===== config.mk =====
export PLATFORM = sky130hd
export DESIGN_NAME = bfa_ctrl
export DESIGN_NICKNAME = d
export VERILOG_FILES = /design/src/sv/bfa_pkg.sv /design/src/sv/bfa_ctrl.sv
export SDC_FILE = /design/constraint.sdc
export NUM_CORES = 1
export LEC_CHECK = 0
export BUFFER_PORTS_ARGS = -buffer_cell sky130_fd_sc_hd__buf_4
export CAP_MARGIN = 20
export CORE_AREA = 3 3 40 42
export DETAILED_ROUTE_END_ITERATION = 8
export DIE_AREA = 0 0 43 45
export PLACE_DENSITY = 0.53
export SETUP_SLACK_MARGIN = 0.02
export SLEW_MARGIN = 5
export SYNTH_ARGS = -nofsm -noshare
export SYNTH_HDL_FRONTEND = slang
export SYNTH_SLANG_ARGS = --single-unit

===== constraint.sdc =====
create_clock -name clk -period 2.11 [get_ports clk]
set_input_delay 0.1055 -clock clk [delete_from_list [all_inputs] [get_ports clk]]
set_output_delay 0.1055 -clock clk [all_outputs]
set_load 0.02 [all_outputs]

===== src/sv/bfa_pkg.sv =====
// Shared types and constants for the bitmap frame allocator.
package bfa_pkg;

	localparam int WORD_BITS = 32;
	localparam int BIT_IDX_W = 5;

	typedef enum logic [1:0] {
		OP_ALLOC      = 2'd0,
		OP_FREE       = 2'd1,
		OP_RANGE_FREE = 2'd2,
		OP_RANGE_USED = 2'd3
	} op_t;

	typedef enum logic [1:0] {
		ST_OK  = 2'd0,
		ST_OOM = 2'd1,
		ST_OOB = 2'd2
	} st_code_t;

	typedef struct packed {
		logic clr;
		logic load;
		logic rd;
		logic mod;
		logic next_row;
	} dp_cmd_t;

	typedef struct packed {
		logic clr_done;
		logic skip;
		logic finish;
	} dp_stat_t;

endpackage


===== src/sv/bfa_ctrl.sv =====
// Controller state machine: clearing pass, operation sequencing, beat strobes.
module bfa_ctrl
	import bfa_pkg::*;
(
	input  logic     clk,
	input  logic     arst_n,
	input  logic     start,
	input  dp_stat_t stat,
	output dp_cmd_t  cmd,
	output logic     busy,
	output logic     done
);

	typedef enum logic [2:0] {
		S_CLEAR,
		S_IDLE,
		S_EVAL,
		S_RD,
		S_MOD
	} state_t;

	state_t state_q;
	logic   busy_q;
	logic   done_q;

	always_comb begin
		cmd          = '0;
		cmd.clr      = (state_q == S_CLEAR);
		cmd.load     = (state_q == S_IDLE) && start;
		cmd.rd       = (state_q == S_RD);
		cmd.mod      = (state_q == S_MOD);
		cmd.next_row = (state_q == S_MOD) && !stat.finish;
	end

	always_ff @(posedge clk or negedge arst_n) begin
		if (!arst_n) begin
			state_q <= S_CLEAR;
			busy_q  <= 1'b1;
			done_q  <= 1'b0;
		end else begin
			done_q <= ((state_q == S_EVAL) && stat.skip) ||
				((state_q == S_MOD) && stat.finish);
			unique case (state_q)
				S_CLEAR: begin
					if (stat.clr_done) begin
						state_q <= S_IDLE;
						busy_q  <= 1'b0;
					end
				end
				S_IDLE: begin
					if (start) begin
						state_q <= S_EVAL;
						busy_q  <= 1'b1;
					end
				end
				S_EVAL: begin
					if (stat.skip) begin
						state_q <= S_IDLE;
						busy_q  <= 1'b0;
					end else begin
						state_q <= S_RD;
					end
				end
				S_RD: begin
					state_q <= S_MOD;
				end
				S_MOD: begin
					if (stat.finish) begin
						state_q <= S_IDLE;
						busy_q  <= 1'b0;
					end else begin
						state_q <= S_RD;
					end
				end
				default: begin
					state_q <= S_CLEAR;
					busy_q  <= 1'b1;
				end
			endcase
		end
	end

	assign busy = busy_q;
	assign done = done_q;

endmodule


After elaboration in Yosys (flattened, before gate mapping) --
Index checks and enable logic that the tools add are counted.
Word-level totals: register bits after elaboration 5, word-level logic and storage cells 31, input port bits 6, output and inout port bits 7
Cells by class: mux-type cells 10, bitwise operators 1, equality and inequality tests 8, reductions and logical operators 9
Operators by type and width (number):
- one-hot mux 3 bit (5 select lines) | 1
- inequality test 2 bit (second input constant) | 4
- == test 3 x 2 -> 1 bit (second input constant) | 2
- 2-to-1 mux 3 bit | 2
- one-hot mux 1 bit (5 select lines) | 1
- AND reduction 5 bit | 1
- logical AND 1 bit | 4
- 2-to-1 mux 1 bit | 4
- 2-to-1 mux 2 bit | 2
- == test 3 x 1 -> 1 bit (second input constant) | 1
- == test 3 bit (second input constant) | 1
- zero test 3 bit | 1
- AND reduction 2 bit | 1
- zero test 1 bit | 1
- logical OR 1 bit | 1
- NOT 1 bit | 1

Depth between registers and ports, before layout --
Gate-level depths: netlist of run 1.
depth after elaboration 3, gate-level depth with buffers 5, depth with buffers taken out 4

Worst setup path before layout of run 1 --
OpenSTA, ideal clock, no wires.
path kind register to output, from register state_q[0], to output cmd[3] (netlist bit), path buffers 1, cell stages (with the launch flop) 4, arrival 1.317 ns, path slack 0.688 ns, data required time 2.004 ns, cell sequence dfrtp_1 -> buf_6 -> inv_1 -> nor4b_1
RTL lines:
- start: declaration | RTL line bfa_ctrl.sv:22 | state_t state_q;
- start signal: assignment | RTL line bfa_ctrl.sv:37 | state_q <= S_CLEAR;
- start signal: assignment | RTL line bfa_ctrl.sv:46 | state_q <= S_IDLE;
- start signal: assignment | RTL line bfa_ctrl.sv:52 | state_q <= S_EVAL;
- end: declaration | RTL line bfa_ctrl.sv:9 | output dp_cmd_t cmd,

==> impl_metrics.env, run 1 <==
export IMPL_status="finished, final reports clean"
export IMPL_synth_edff_count=0
export IMPL_max_cap_violations=0
export IMPL_critPathMaxFanout=11
export IMPL_path_clk_slew_ns=0.04
export IMPL_min_path_cells=3
export IMPL_clk_latency_ns=0.24
export IMPL_grt_setup_unrepaired="false"
export IMPL_vdd_drop_max_v=0.0006430
export IMPL_yosysMostFrequentCell="nor2_1"
export IMPL_place_ws_ns=0.7378
export IMPL_power_density_mw_per_mm2=1415
export IMPL_port_buffers=12
export IMPL_finalNetCount=60
export IMPL_muxShareOfSynthArea_pct=6.130
export IMPL_synth_warning_count=0
export IMPL_clk_path_buf_depth=2
export IMPL_via_per_inst=4.574
export IMPL_routed_wirelength_um=707
export IMPL_syn_instance_count=39
export IMPL_hold_class="primary input to flip-flop"
export IMPL_p_leak_nw=0.2216
export IMPL_synth_adder_area_share_pct=0
export IMPL_area_growth_pct=37.93
export IMPL_drive_gt1_share_pct=33.96
export IMPL_ys_ff_latch=5
export IMPL_cts_setup_buffers=0
export IMPL_hpwl_um=549.4
export IMPL_cts_sinks=5
export IMPL_cts_root_buf="clkbuf_4"
export IMPL_io_pin_count=13
export IMPL_grt_total_usage_pct=9.220
export IMPL_gp_congestion=0.7370
export IMPL_fmax_ghz=0.6806
export IMPL_antenna_found_initial=0
export IMPL_async_flop_share_pct=100.0
export IMPL_synth_top_family_by_area="simple AND/OR/NAND/NOR gates"
export IMPL_drv_slew=0
export IMPL_min_period_over_period_pct=69.64
export IMPL_r2r_end="busy"
export IMPL_critical_path_class="flip-flop to output pin"
export IMPL_cts_made_buffers=3
export IMPL_timing_final_ws_setup_ns=0.6407
export IMPL_arrival_ns=1.36
export IMPL_fp_dieH_um=45
export IMPL_dr_first_iter_drc_count=6
export IMPL_setup_tns_ns=0
export IMPL_rows=13
export IMPL_drc=0
export IMPL_hold_end="state_q[0]"
export IMPL_grt_max_degree=13
export IMPL_worst_clock_skew_ns=0.003931
export IMPL_netlist_area_um2=326.6
export IMPL_synth_area_leaders="dfrtp_1 31%, dfstp_2 8.0%, a21oi_1 6.1%, mux2i_1 6.1%, nor2_1 5.7%"
export IMPL_n_antenna_cell=0
export IMPL_seqPwrFrac_pct=32.8
export IMPL_fp_dieArea_mm2=0.001935
export IMPL_cts_htree_levels=1
export IMPL_cp_start_kind="flip-flop"
export IMPL_synth_xor_area_share_pct=0
export IMPL_num_vias=311
export IMPL_min_delay_start="stat[2]"
export IMPL_ys_seq_area_share_pct=38.70
export IMPL_syn_area_per_cell_um2=8.373
export IMPL_wl_per_cell_um=10.40
export IMPL_synth_top_area_share_pct=30.65
export IMPL_slew_headroom_pct=79.09
export IMPL_yosysUniqueCellTypes=20
export IMPL_clkPwrFrac_pct=17.0
export IMPL_final_setup_viol_count=0
export IMPL_internal_power_mw=0.3674
export IMPL_r2r_cells=4
export IMPL_p_switching_mw=0.2699
export IMPL_hold_viol_final=0
export IMPL_grt_overflow_total=0
export IMPL_dr_pass1_iters=4
export IMPL_synth_commonest_cells="5 x nor2_1, 4 x a21oi_1, 4 x dfrtp_1"
export IMPL_tritoncts="built"
export IMPL_r2r_start="state_q[0]"
export IMPL_synth_ff_type="dfrtp_1"
export IMPL_max_slew_worst_pin_slew_ns=0.3137
export IMPL_yosys_area_share_simple_pct=26.82
export IMPL_synth_compound_area_share_pct=18.39
export IMPL_core_area_mm2=0.001285
export IMPL_grt_pass1_wl_mm=1.221
export IMPL_swShare_pct=42.35
export IMPL_required_ns=2.00
export IMPL_rrSetupSlack_ns=0.73
export IMPL_start_util_pct=25.41
export IMPL_period_needed_ns=1.469
export IMPL_grt_pass1_vias=273
export IMPL_synthesis_nets=45
export IMPL_die_w_um=43
export IMPL_endpoint_kind="output pin"
export IMPL_p_comb_share_pct=50.2
export IMPL_power_total_mw=0.6373
export IMPL_finish_utilization_pct=35.05
export IMPL_yosys_area_top_type="dfrtp_1"
export IMPL_drtAntennaViolNets=0
[power groups by stage]
stage	registers (mW)	logic (mW)	clock network, mW
4_1_cts	0.210	0.324	0.114
2_1_floorplan	0.179	0.268	0
5_1_grt	0.225	0.357	0.117
3_3_place_gp	0.205	0.320	0
6_report	0.209	0.320	0.108
3_5_place_dp	0.211	0.321	0
[cells by family (layout without fill, tap and decap cells)]
family / Yosys count / in the layout
buffers and inverters: 6 / 20
AO/OA/AOI/OAI: 10 / 10
multiplexers: 2 / 2
AND/OR/NAND/NOR: 16 / 16
flip-flops: 5 / 5
[worst max-delay path by stage]
| stage | start | end | slack, ns | cells past startpoint |
|---|---|---|---|---|
| 4_1_cts | state_q[0] | cmd[3] | 0.62 | 3 |
| 5_1_grt | state_q[0] | cmd[3] | 0.50 | 3 |
| 3_5_place_dp | state_q[0] | busy | 0.74 | 4 |
| 3_3_place_gp | state_q[0] | busy | 0.82 | 4 |
| 2_1_floorplan | state_q[0] | cmd[3] | 0.69 | 3 |
| 6_report | state_q[2] | cmd[2] | 0.64 | 3 |
[cell type report]
class | count | area, um2
Clock buffer | 4 | 26.28
Fill cell | 147 | 834.6
Inverter | 3 | 11.26
Multi-Input combinational cell | 28 | 167.7
Sequential cell | 5 | 126.4
Tap cell | 15 | 18.77
Timing Repair Buffer | 13 | 100.1
[worst max-delay path: stages (launching register included)]
cell     delay (ns)
dfrtp_1        0.51
and2b_2        0.29
and2_1         0.16
buf_4          0.15
[layout by cell type (no fill, tap or decap), drive strengths merged]
master	count
o21ai	3
nand2b	2
and2	2
clkbuf	4
dfstp	1
or3b	1
nor2	5
a2bb2oi	1
nor4b	1
inv	3
nor3	2
nand2	2
dlygate4sd3	1
a22oi	1
buf	12
dfrtp	4
mux2i	2
and2b	1
a21oi	5
[registers in the layout, indices dropped and copies added (netlist names)]
name and count:
busy 1, state_q 3, done 1
[per-layer routing]
layer / GRT usage (%) / routed length, um / up-vias
li1: - / - / 160
met1: 11.79 / 329 / 139
met2: 11.08 / 301 / 10
met3: 6.375 / 51 / 2
met4: 5.422 / 23 / 0
met5: 0 / 0 / -
[per-stage QoR]
step | cell area, um2 | hold slack, ns | instances
final | 450.4 | 0.1086 | 68
after CTS | 450.4 | 0.1056 | 68
after global routing | 450.4 | 0.1720 | 68
after detailed placement | 414.1 | -0.09098 | 63
after floorplan | 326.6 | -0.1901 | 39
after global placement | 414.1 | -0.08708 | 63
[what timing repair did]
action | in CTS | in global routing
hold endpoints to repair | 5 | 0
endpoints found under the setup margin | 0 | 0
gates resized for setup | 0 | 0
hold buffers | 1 | 0
Power figures use the tool's default switching activity.
==> run 2, diff against run 1 <==
--- a/config.mk
+++ b/config.mk
@@ -5,6 +5,7 @@
 export SDC_FILE = /design/constraint.sdc
 export NUM_CORES = 1
 export LEC_CHECK = 0
+export ABC_AREA = 1
 export BUFFER_PORTS_ARGS = -buffer_cell sky130_fd_sc_hd__buf_4
 export CAP_MARGIN = 20
 export CORE_AREA = 3 3 40 42
==> constraint.sdc (replaced) <==
create_clock -name clk -period 1.33 [get_ports clk]
set_input_delay 0.0665 -clock clk [delete_from_list [all_inputs] [get_ports clk]]
set_output_delay 0.0665 -clock clk [all_outputs]
set_load 0.02 [all_outputs]
==> run 2 against run 1 <==
- non-clock buffer count unchanged
- wire length unchanged
- core utilization increased by 0.68 points
- critical path type unchanged
- largest power group unchanged
- critical path depth unchanged
==> impl_metrics.env, run 2 <==
export IMPL_ys_ff_latch=5
export IMPL_cts_root_buf="clkbuf_4"
export IMPL_netlist_area_um2=311.5
export IMPL_wl_per_cell_um=9.427
export IMPL_critical_path_class="flip-flop to output pin"
export IMPL_vdd_drop_max_v=0.0005992
export IMPL_largest_register_ffs=3
export IMPL_die_w_um=43
export IMPL_dpl_cell_area_um2=409.1
export IMPL_largest_register="state_q"
export IMPL_gp_congestion=0.7036
export IMPL_max_slew_worst_pin_slew_ns=0.2619
export IMPL_crit_chain="inv_1 > nor4_2 > buf_4"
export IMPL_min_period_over_period_pct=93.08
export IMPL_crit_path_top_delay_cell="dfrtp_2"
export IMPL_syn_instance_count=44
export IMPL_routed_wirelength_um=707
export IMPL_num_vias=313
export IMPL_fp_dieH_um=45
export IMPL_critPathMaxFanout=6
export IMPL_cts_made_buffers=3
export IMPL_area_growth_pct=47.39
export IMPL_tritoncts="built"
export IMPL_synthesis_nets=50
export IMPL_clk_latency_ns=0.24
export IMPL_cp_buffers_inverters=2
export IMPL_slew_headroom_pct=82.36
export IMPL_power_total_mw=1.045
export IMPL_seq_area_um2=128.9
export IMPL_synth_edff_count=0
export IMPL_antenna_found_initial=0
export IMPL_cts_htree_levels=1
export IMPL_grt_total_usage_pct=8.605
export IMPL_rows=13
export IMPL_hold_class="primary input to flip-flop"
export IMPL_dr_first_iter_drc_count=4
export IMPL_n_fill_cell=142
export IMPL_n_antenna_cell=0
export IMPL_drc=0
export IMPL_grt_pass1_vias=282
export IMPL_synth_warning_count=0
export IMPL_yosys_area_top_type="dfrtp_1"
export IMPL_fmax_ghz=0.8078
export IMPL_synth_ff_type="dfrtp_1"
export IMPL_power_density_mw_per_mm2=2276
export IMPL_finish_utilization_pct=35.74
export IMPL_path_clk_slew_ns=0.05
export IMPL_critPathTopFamily="flip-flops"
export IMPL_finalNetCount=67
export IMPL_hpwl_um=593.4
export IMPL_grt_setup_unrepaired="true"
export IMPL_synth_top_area_share_pct=32.13
export IMPL_postLayoutCellArea_um2=459.2
export IMPL_multiInputGateArea_um2=140.1
export IMPL_final_common_cell="buf_4"
export IMPL_worst_clock_skew_ns=0.006078
export IMPL_clk_path_buf_depth=2
export IMPL_p_leak_nw=0.2656
export IMPL_start_util_pct=24.25
export IMPL_max_stage_delay_ns=0.43
export IMPL_grt_overflow_total=0
export IMPL_drv_slew=0
export IMPL_synth_area_leaders="dfrtp_1 32%, inv_1 13%, dfstp_2 8.4%, nand2_1 7.2%, nand3_1 6.4%"
export IMPL_core_area_mm2=0.001285
export IMPL_yosysMostFrequentCell="inv_1"
export IMPL_fp_dieArea_mm2=0.001935
export IMPL_arrival_ns=1.17
export IMPL_required_ns=1.26
export IMPL_via_per_inst=4.173
export IMPL_drive_gt1_share_pct=38.33
export IMPL_final_cell_mix="12 x buf_4, 11 x inv_1, 6 x nand2_1"
export IMPL_dr_pass1_iters=4
export IMPL_grt_max_degree=9
export IMPL_hold_viol_final=0
export IMPL_ys_seq_area_share_pct=40.56
export IMPL_period_needed_ns=1.238
export IMPL_port_buffers=12
export IMPL_max_cap_violations=0
export IMPL_syn_area_per_cell_um2=7.081
export IMPL_drtAntennaViolNets=0
export IMPL_setup_tns_ns=0
export IMPL_endpoint_kind="output pin"
export IMPL_io_pin_count=13
export IMPL_status="finished, final reports clean"
export IMPL_cp_start_kind="flip-flop"
export IMPL_grt_pass1_wl_mm=1.145
export IMPL_yosysUniqueCellTypes=16
export IMPL_async_flop_share_pct=100.0
export IMPL_cts_sinks=5
export IMPL_final_setup_viol_count=0
export IMPL_synth_commonest_cells="11 x inv_1, 6 x nand2_1, 4 x dfrtp_1, 4 x nand3_1, 4 x nor2_1"
-- run 2: timing repair --
action | CTS | global route
gates resized for setup | 1 | 3
endpoints found under the setup margin | 1 | 2
setup buffers | 0 | 0
hold endpoints to repair | 5 | 0
hold buffers | 1 | 0
-- run 2: worst paths after layout --
path                            startpoint          to  slack [ns]  depth (start not counted)
worst max-delay path            state_q[0]      cmd[3]        0.09                          3
worst min-delay path               stat[1]        done        0.11                          3
worst max register to register  state_q[0]  state_q[1]        0.21                          5
worst min register to register        busy        busy        0.46                          2
max in group asynchronous           arst_n        busy        0.98                          2
min in group asynchronous           arst_n        done        0.16                          2
-- run 2: layout make-up --
class / count / area share (%)
multi-input combinational: 26 / 30.52
timing repair buffer: 13 / 21.80
sequential: 5 / 28.07
inverter: 12 / 9.809
clock buffer: 4 / 5.722
tap: 15 / 4.087
-- run 2: cells by family after synthesis --
logic type	Yosys count	share of synthesized area [%]
simple gates	21	32.93
buf+inv	13	18.07
flops	5	40.57
compound gates	5	8.432
-- run 2: tightest hold or removal path, stage by stage --
cell,delay (ns)
buf_4,0.11
inv_1,0.05
o22ai_1,0.08
-- run 2: where the power goes --
part / internal, mW / total [mW] / switching (mW) / leakage, nW
logic: 0.223 / 0.538 / 0.314 / 0.191
clock network: 0.114 / 0.177 / 0.0639 / 0.0150
registers: 0.232 / 0.330 / 0.0973 / 0.0600
-- run 2: layer usage --
| layer | GRT usage (%) | share of wire, % | up-vias |
|---|---|---|---|
| met4 | 5.422 | 0.85 | 0 |
| met2 | 14.07 | 50 | 10 |
| met1 | 8.029 | 40 | 131 |
| met5 | 0 | 0 | - |
| met3 | 5.578 | 8.6 | 2 |
| li1 | - | - | 170 |
-- run 2: metrics by stage --
step / hold slack, ns / instances / setup WS, ns
after floorplan: -0.2291 / 44 / 0.06887
after global placement: -0.1261 / 70 / 0.2194
after detailed placement: -0.1253 / 70 / 0.2014
after CTS: 0.1112 / 75 / 0.04475
after global routing: 0.1362 / 75 / 0.008525
final: 0.1135 / 75 / 0.09205
==> run 3, diff against run 2 <==
--- a/config.mk
+++ b/config.mk
@@ -11,7 +11,7 @@
 export CORE_AREA = 3 3 40 42
 export DETAILED_ROUTE_END_ITERATION = 8
 export DIE_AREA = 0 0 43 45
-export PLACE_DENSITY = 0.53
+export PLACE_DENSITY_LB_ADDON = 0.05
 export SETUP_SLACK_MARGIN = 0.02
 export SLEW_MARGIN = 5
 export SYNTH_ARGS = -nofsm -noshare
==> run 3 against run 2 <==
- sequential power hardly changed
- die area stayed put
- clock power is 4% lower
- wire length is 4.5% higher
- worst hold slack better by 0.025 ns
- flip-flop and latch count stayed put
==> impl_metrics.env, run 3 (synthesis gave the netlist of run 2 again) <==
export IMPL_n_fill_cell=145
export IMPL_grt_setup_unrepaired="true"
export IMPL_max_slew_worst_pin_slew_ns=0.2894
export IMPL_critPathMaxFanout=7
export IMPL_clk_path_buf_depth=2
export IMPL_clk_latency_ns=0.24
export IMPL_dpl_cell_area_um2=409.1
export IMPL_arrival_ns=1.19
export IMPL_timing_hold_ws_ns=0.1382
export IMPL_clkPwrFrac_pct=16.5
export IMPL_tritoncts="built"
export IMPL_largest_register_ffs=3
export IMPL_power_density_mw_per_mm2=2248
export IMPL_hpwl_um=611
export IMPL_num_vias=318
export IMPL_grt_pass1_wl_mm=1.193
export IMPL_cts_root_buf="clkbuf_4"
export IMPL_hold_class="primary input to flip-flop"
export IMPL_final_common_cell="buf_4"
export IMPL_start_util_pct=24.25
export IMPL_endpoint_kind="output pin"
export IMPL_core_area_mm2=0.001285
export IMPL_final_cell_mix="12 x buf_4, 11 x inv_1, 6 x nand2_1"
export IMPL_io_pin_count=13
export IMPL_crit_chain="nor4_2 > buf_4"
export IMPL_grt_pass1_vias=286
export IMPL_status="finished, final reports clean"
export IMPL_cts_sinks=5
export IMPL_crit_path_top_delay_cell="dfrtp_2"
export IMPL_antenna_found_initial=0
export IMPL_setup_tns_ns=0
export IMPL_p_leak_nw=0.2657
export IMPL_required_ns=1.26
export IMPL_drc=0
export IMPL_fp_dieArea_mm2=0.001935
export IMPL_seqPwrFrac_pct=32.1
export IMPL_swShare_pct=44.98
export IMPL_critical_path_class="flip-flop to output pin"
export IMPL_cp_start_kind="flip-flop"
export IMPL_gp_congestion=0.8162
export IMPL_cts_htree_levels=1
export IMPL_p_comb_share_pct=51.5
export IMPL_grt_overflow_total=0
export IMPL_grt_total_usage_pct=8.612
export IMPL_drive_gt1_share_pct=38.33
export IMPL_max_stage_delay_ns=0.46
export IMPL_final_setup_viol_count=0
export IMPL_cts_setup_buffers=0
export IMPL_place_ws_ns=0.2046
export IMPL_wl_per_cell_um=9.853
export IMPL_worst_clock_skew_ns=0.001854
export IMPL_dr_first_iter_drc_count=0
export IMPL_hold_viol_final=0
export IMPL_slew_headroom_pct=80.70
export IMPL_drv_slew=0
export IMPL_routed_wirelength_um=739
export IMPL_period_needed_ns=1.260
export IMPL_n_antenna_cell=0
export IMPL_postLayoutCellArea_um2=459.2
export IMPL_largest_register="state_q"
export IMPL_via_per_inst=4.240
export IMPL_rows=13
export IMPL_dr_pass1_iters=1
export IMPL_vdd_drop_max_v=0.0009261
export IMPL_fp_dieH_um=45
export IMPL_grt_max_degree=9
export IMPL_die_w_um=43
export IMPL_finalNetCount=67
export IMPL_p_switching_mw=0.4643
export IMPL_min_period_over_period_pct=94.70
export IMPL_area_growth_pct=47.39
export IMPL_port_buffers=12
export IMPL_max_cap_violations=0
export IMPL_power_total_mw=1.032
export IMPL_internal_power_mw=0.5679
export IMPL_drtAntennaViolNets=0
export IMPL_timing_final_ws_setup_ns=0.07045
export IMPL_path_clk_slew_ns=0.04
export IMPL_fmax_ghz=0.7939
export IMPL_cts_made_buffers=3
## run 3: layer usage
layer	part of all wire [%]	vias up	GRT usage [%]
li1	-	167	-
met1	45	139	9.756
met2	46	12	13.77
met3	8.8	0	5.578
met4	0	0	1.807
met5	0	-	0
## run 3: power groups by stage
| stage | clock network [mW] | registers [mW] | logic (mW) |
|---|---|---|---|
| after floorplan | 0 | 0.313 | 0.355 |
| after global placement | 0 | 0.309 | 0.529 |
| after detailed placement | 0 | 0.313 | 0.522 |
| after CTS | 0.179 | 0.311 | 0.528 |
| after global routing | 0.191 | 0.348 | 0.609 |
| final | 0.170 | 0.331 | 0.531 |
## run 3: repair_timing
action / in CTS / in global routing
gates resized for setup: 0 / 4
hold endpoints to repair: 5 / 0
hold buffers: 1 / 0
endpoints found under the setup margin: 0 / 4
## run 3: final timing paths
path                       cells after the start    endpoint        from  slack, ns
max                                            2      cmd[3]  state_q[1]       0.07
min                                            3        done     stat[1]       0.14
max reg2reg                                    3  state_q[0]  state_q[2]       0.17
min reg2reg                                    2        busy        busy       0.46
max in group asynchronous                      2        busy      arst_n       0.97
min in group asynchronous                      2  state_q[1]      arst_n       0.17
## run 3: per-stage QoR
stage | utilization, % | instances
CTS | 34.66 | 75
global route | 35.74 | 75
floorplan | - | 44
global placement | 31.84 | 70
finish | 35.74 | 75
detailed placement | 31.84 | 70
## run 3: critical path: cells and delay by family (launching register included)
family                 cells  cell delay (ns)
buffers and inverters      1             0.19
DFF                        1             0.46
and+or+nand+nor            1             0.30
## run 3: layout make-up
class | instances | area [um2] | area share, %
Multi-Input combinational cell | 26 | 140.1 | 30.52
Sequential cell | 5 | 128.9 | 28.07
Timing Repair Buffer | 13 | 100.1 | 21.80
Inverter | 12 | 45.04 | 9.809
Clock buffer | 4 | 26.28 | 5.722
Tap cell | 15 | 18.77 | 4.087
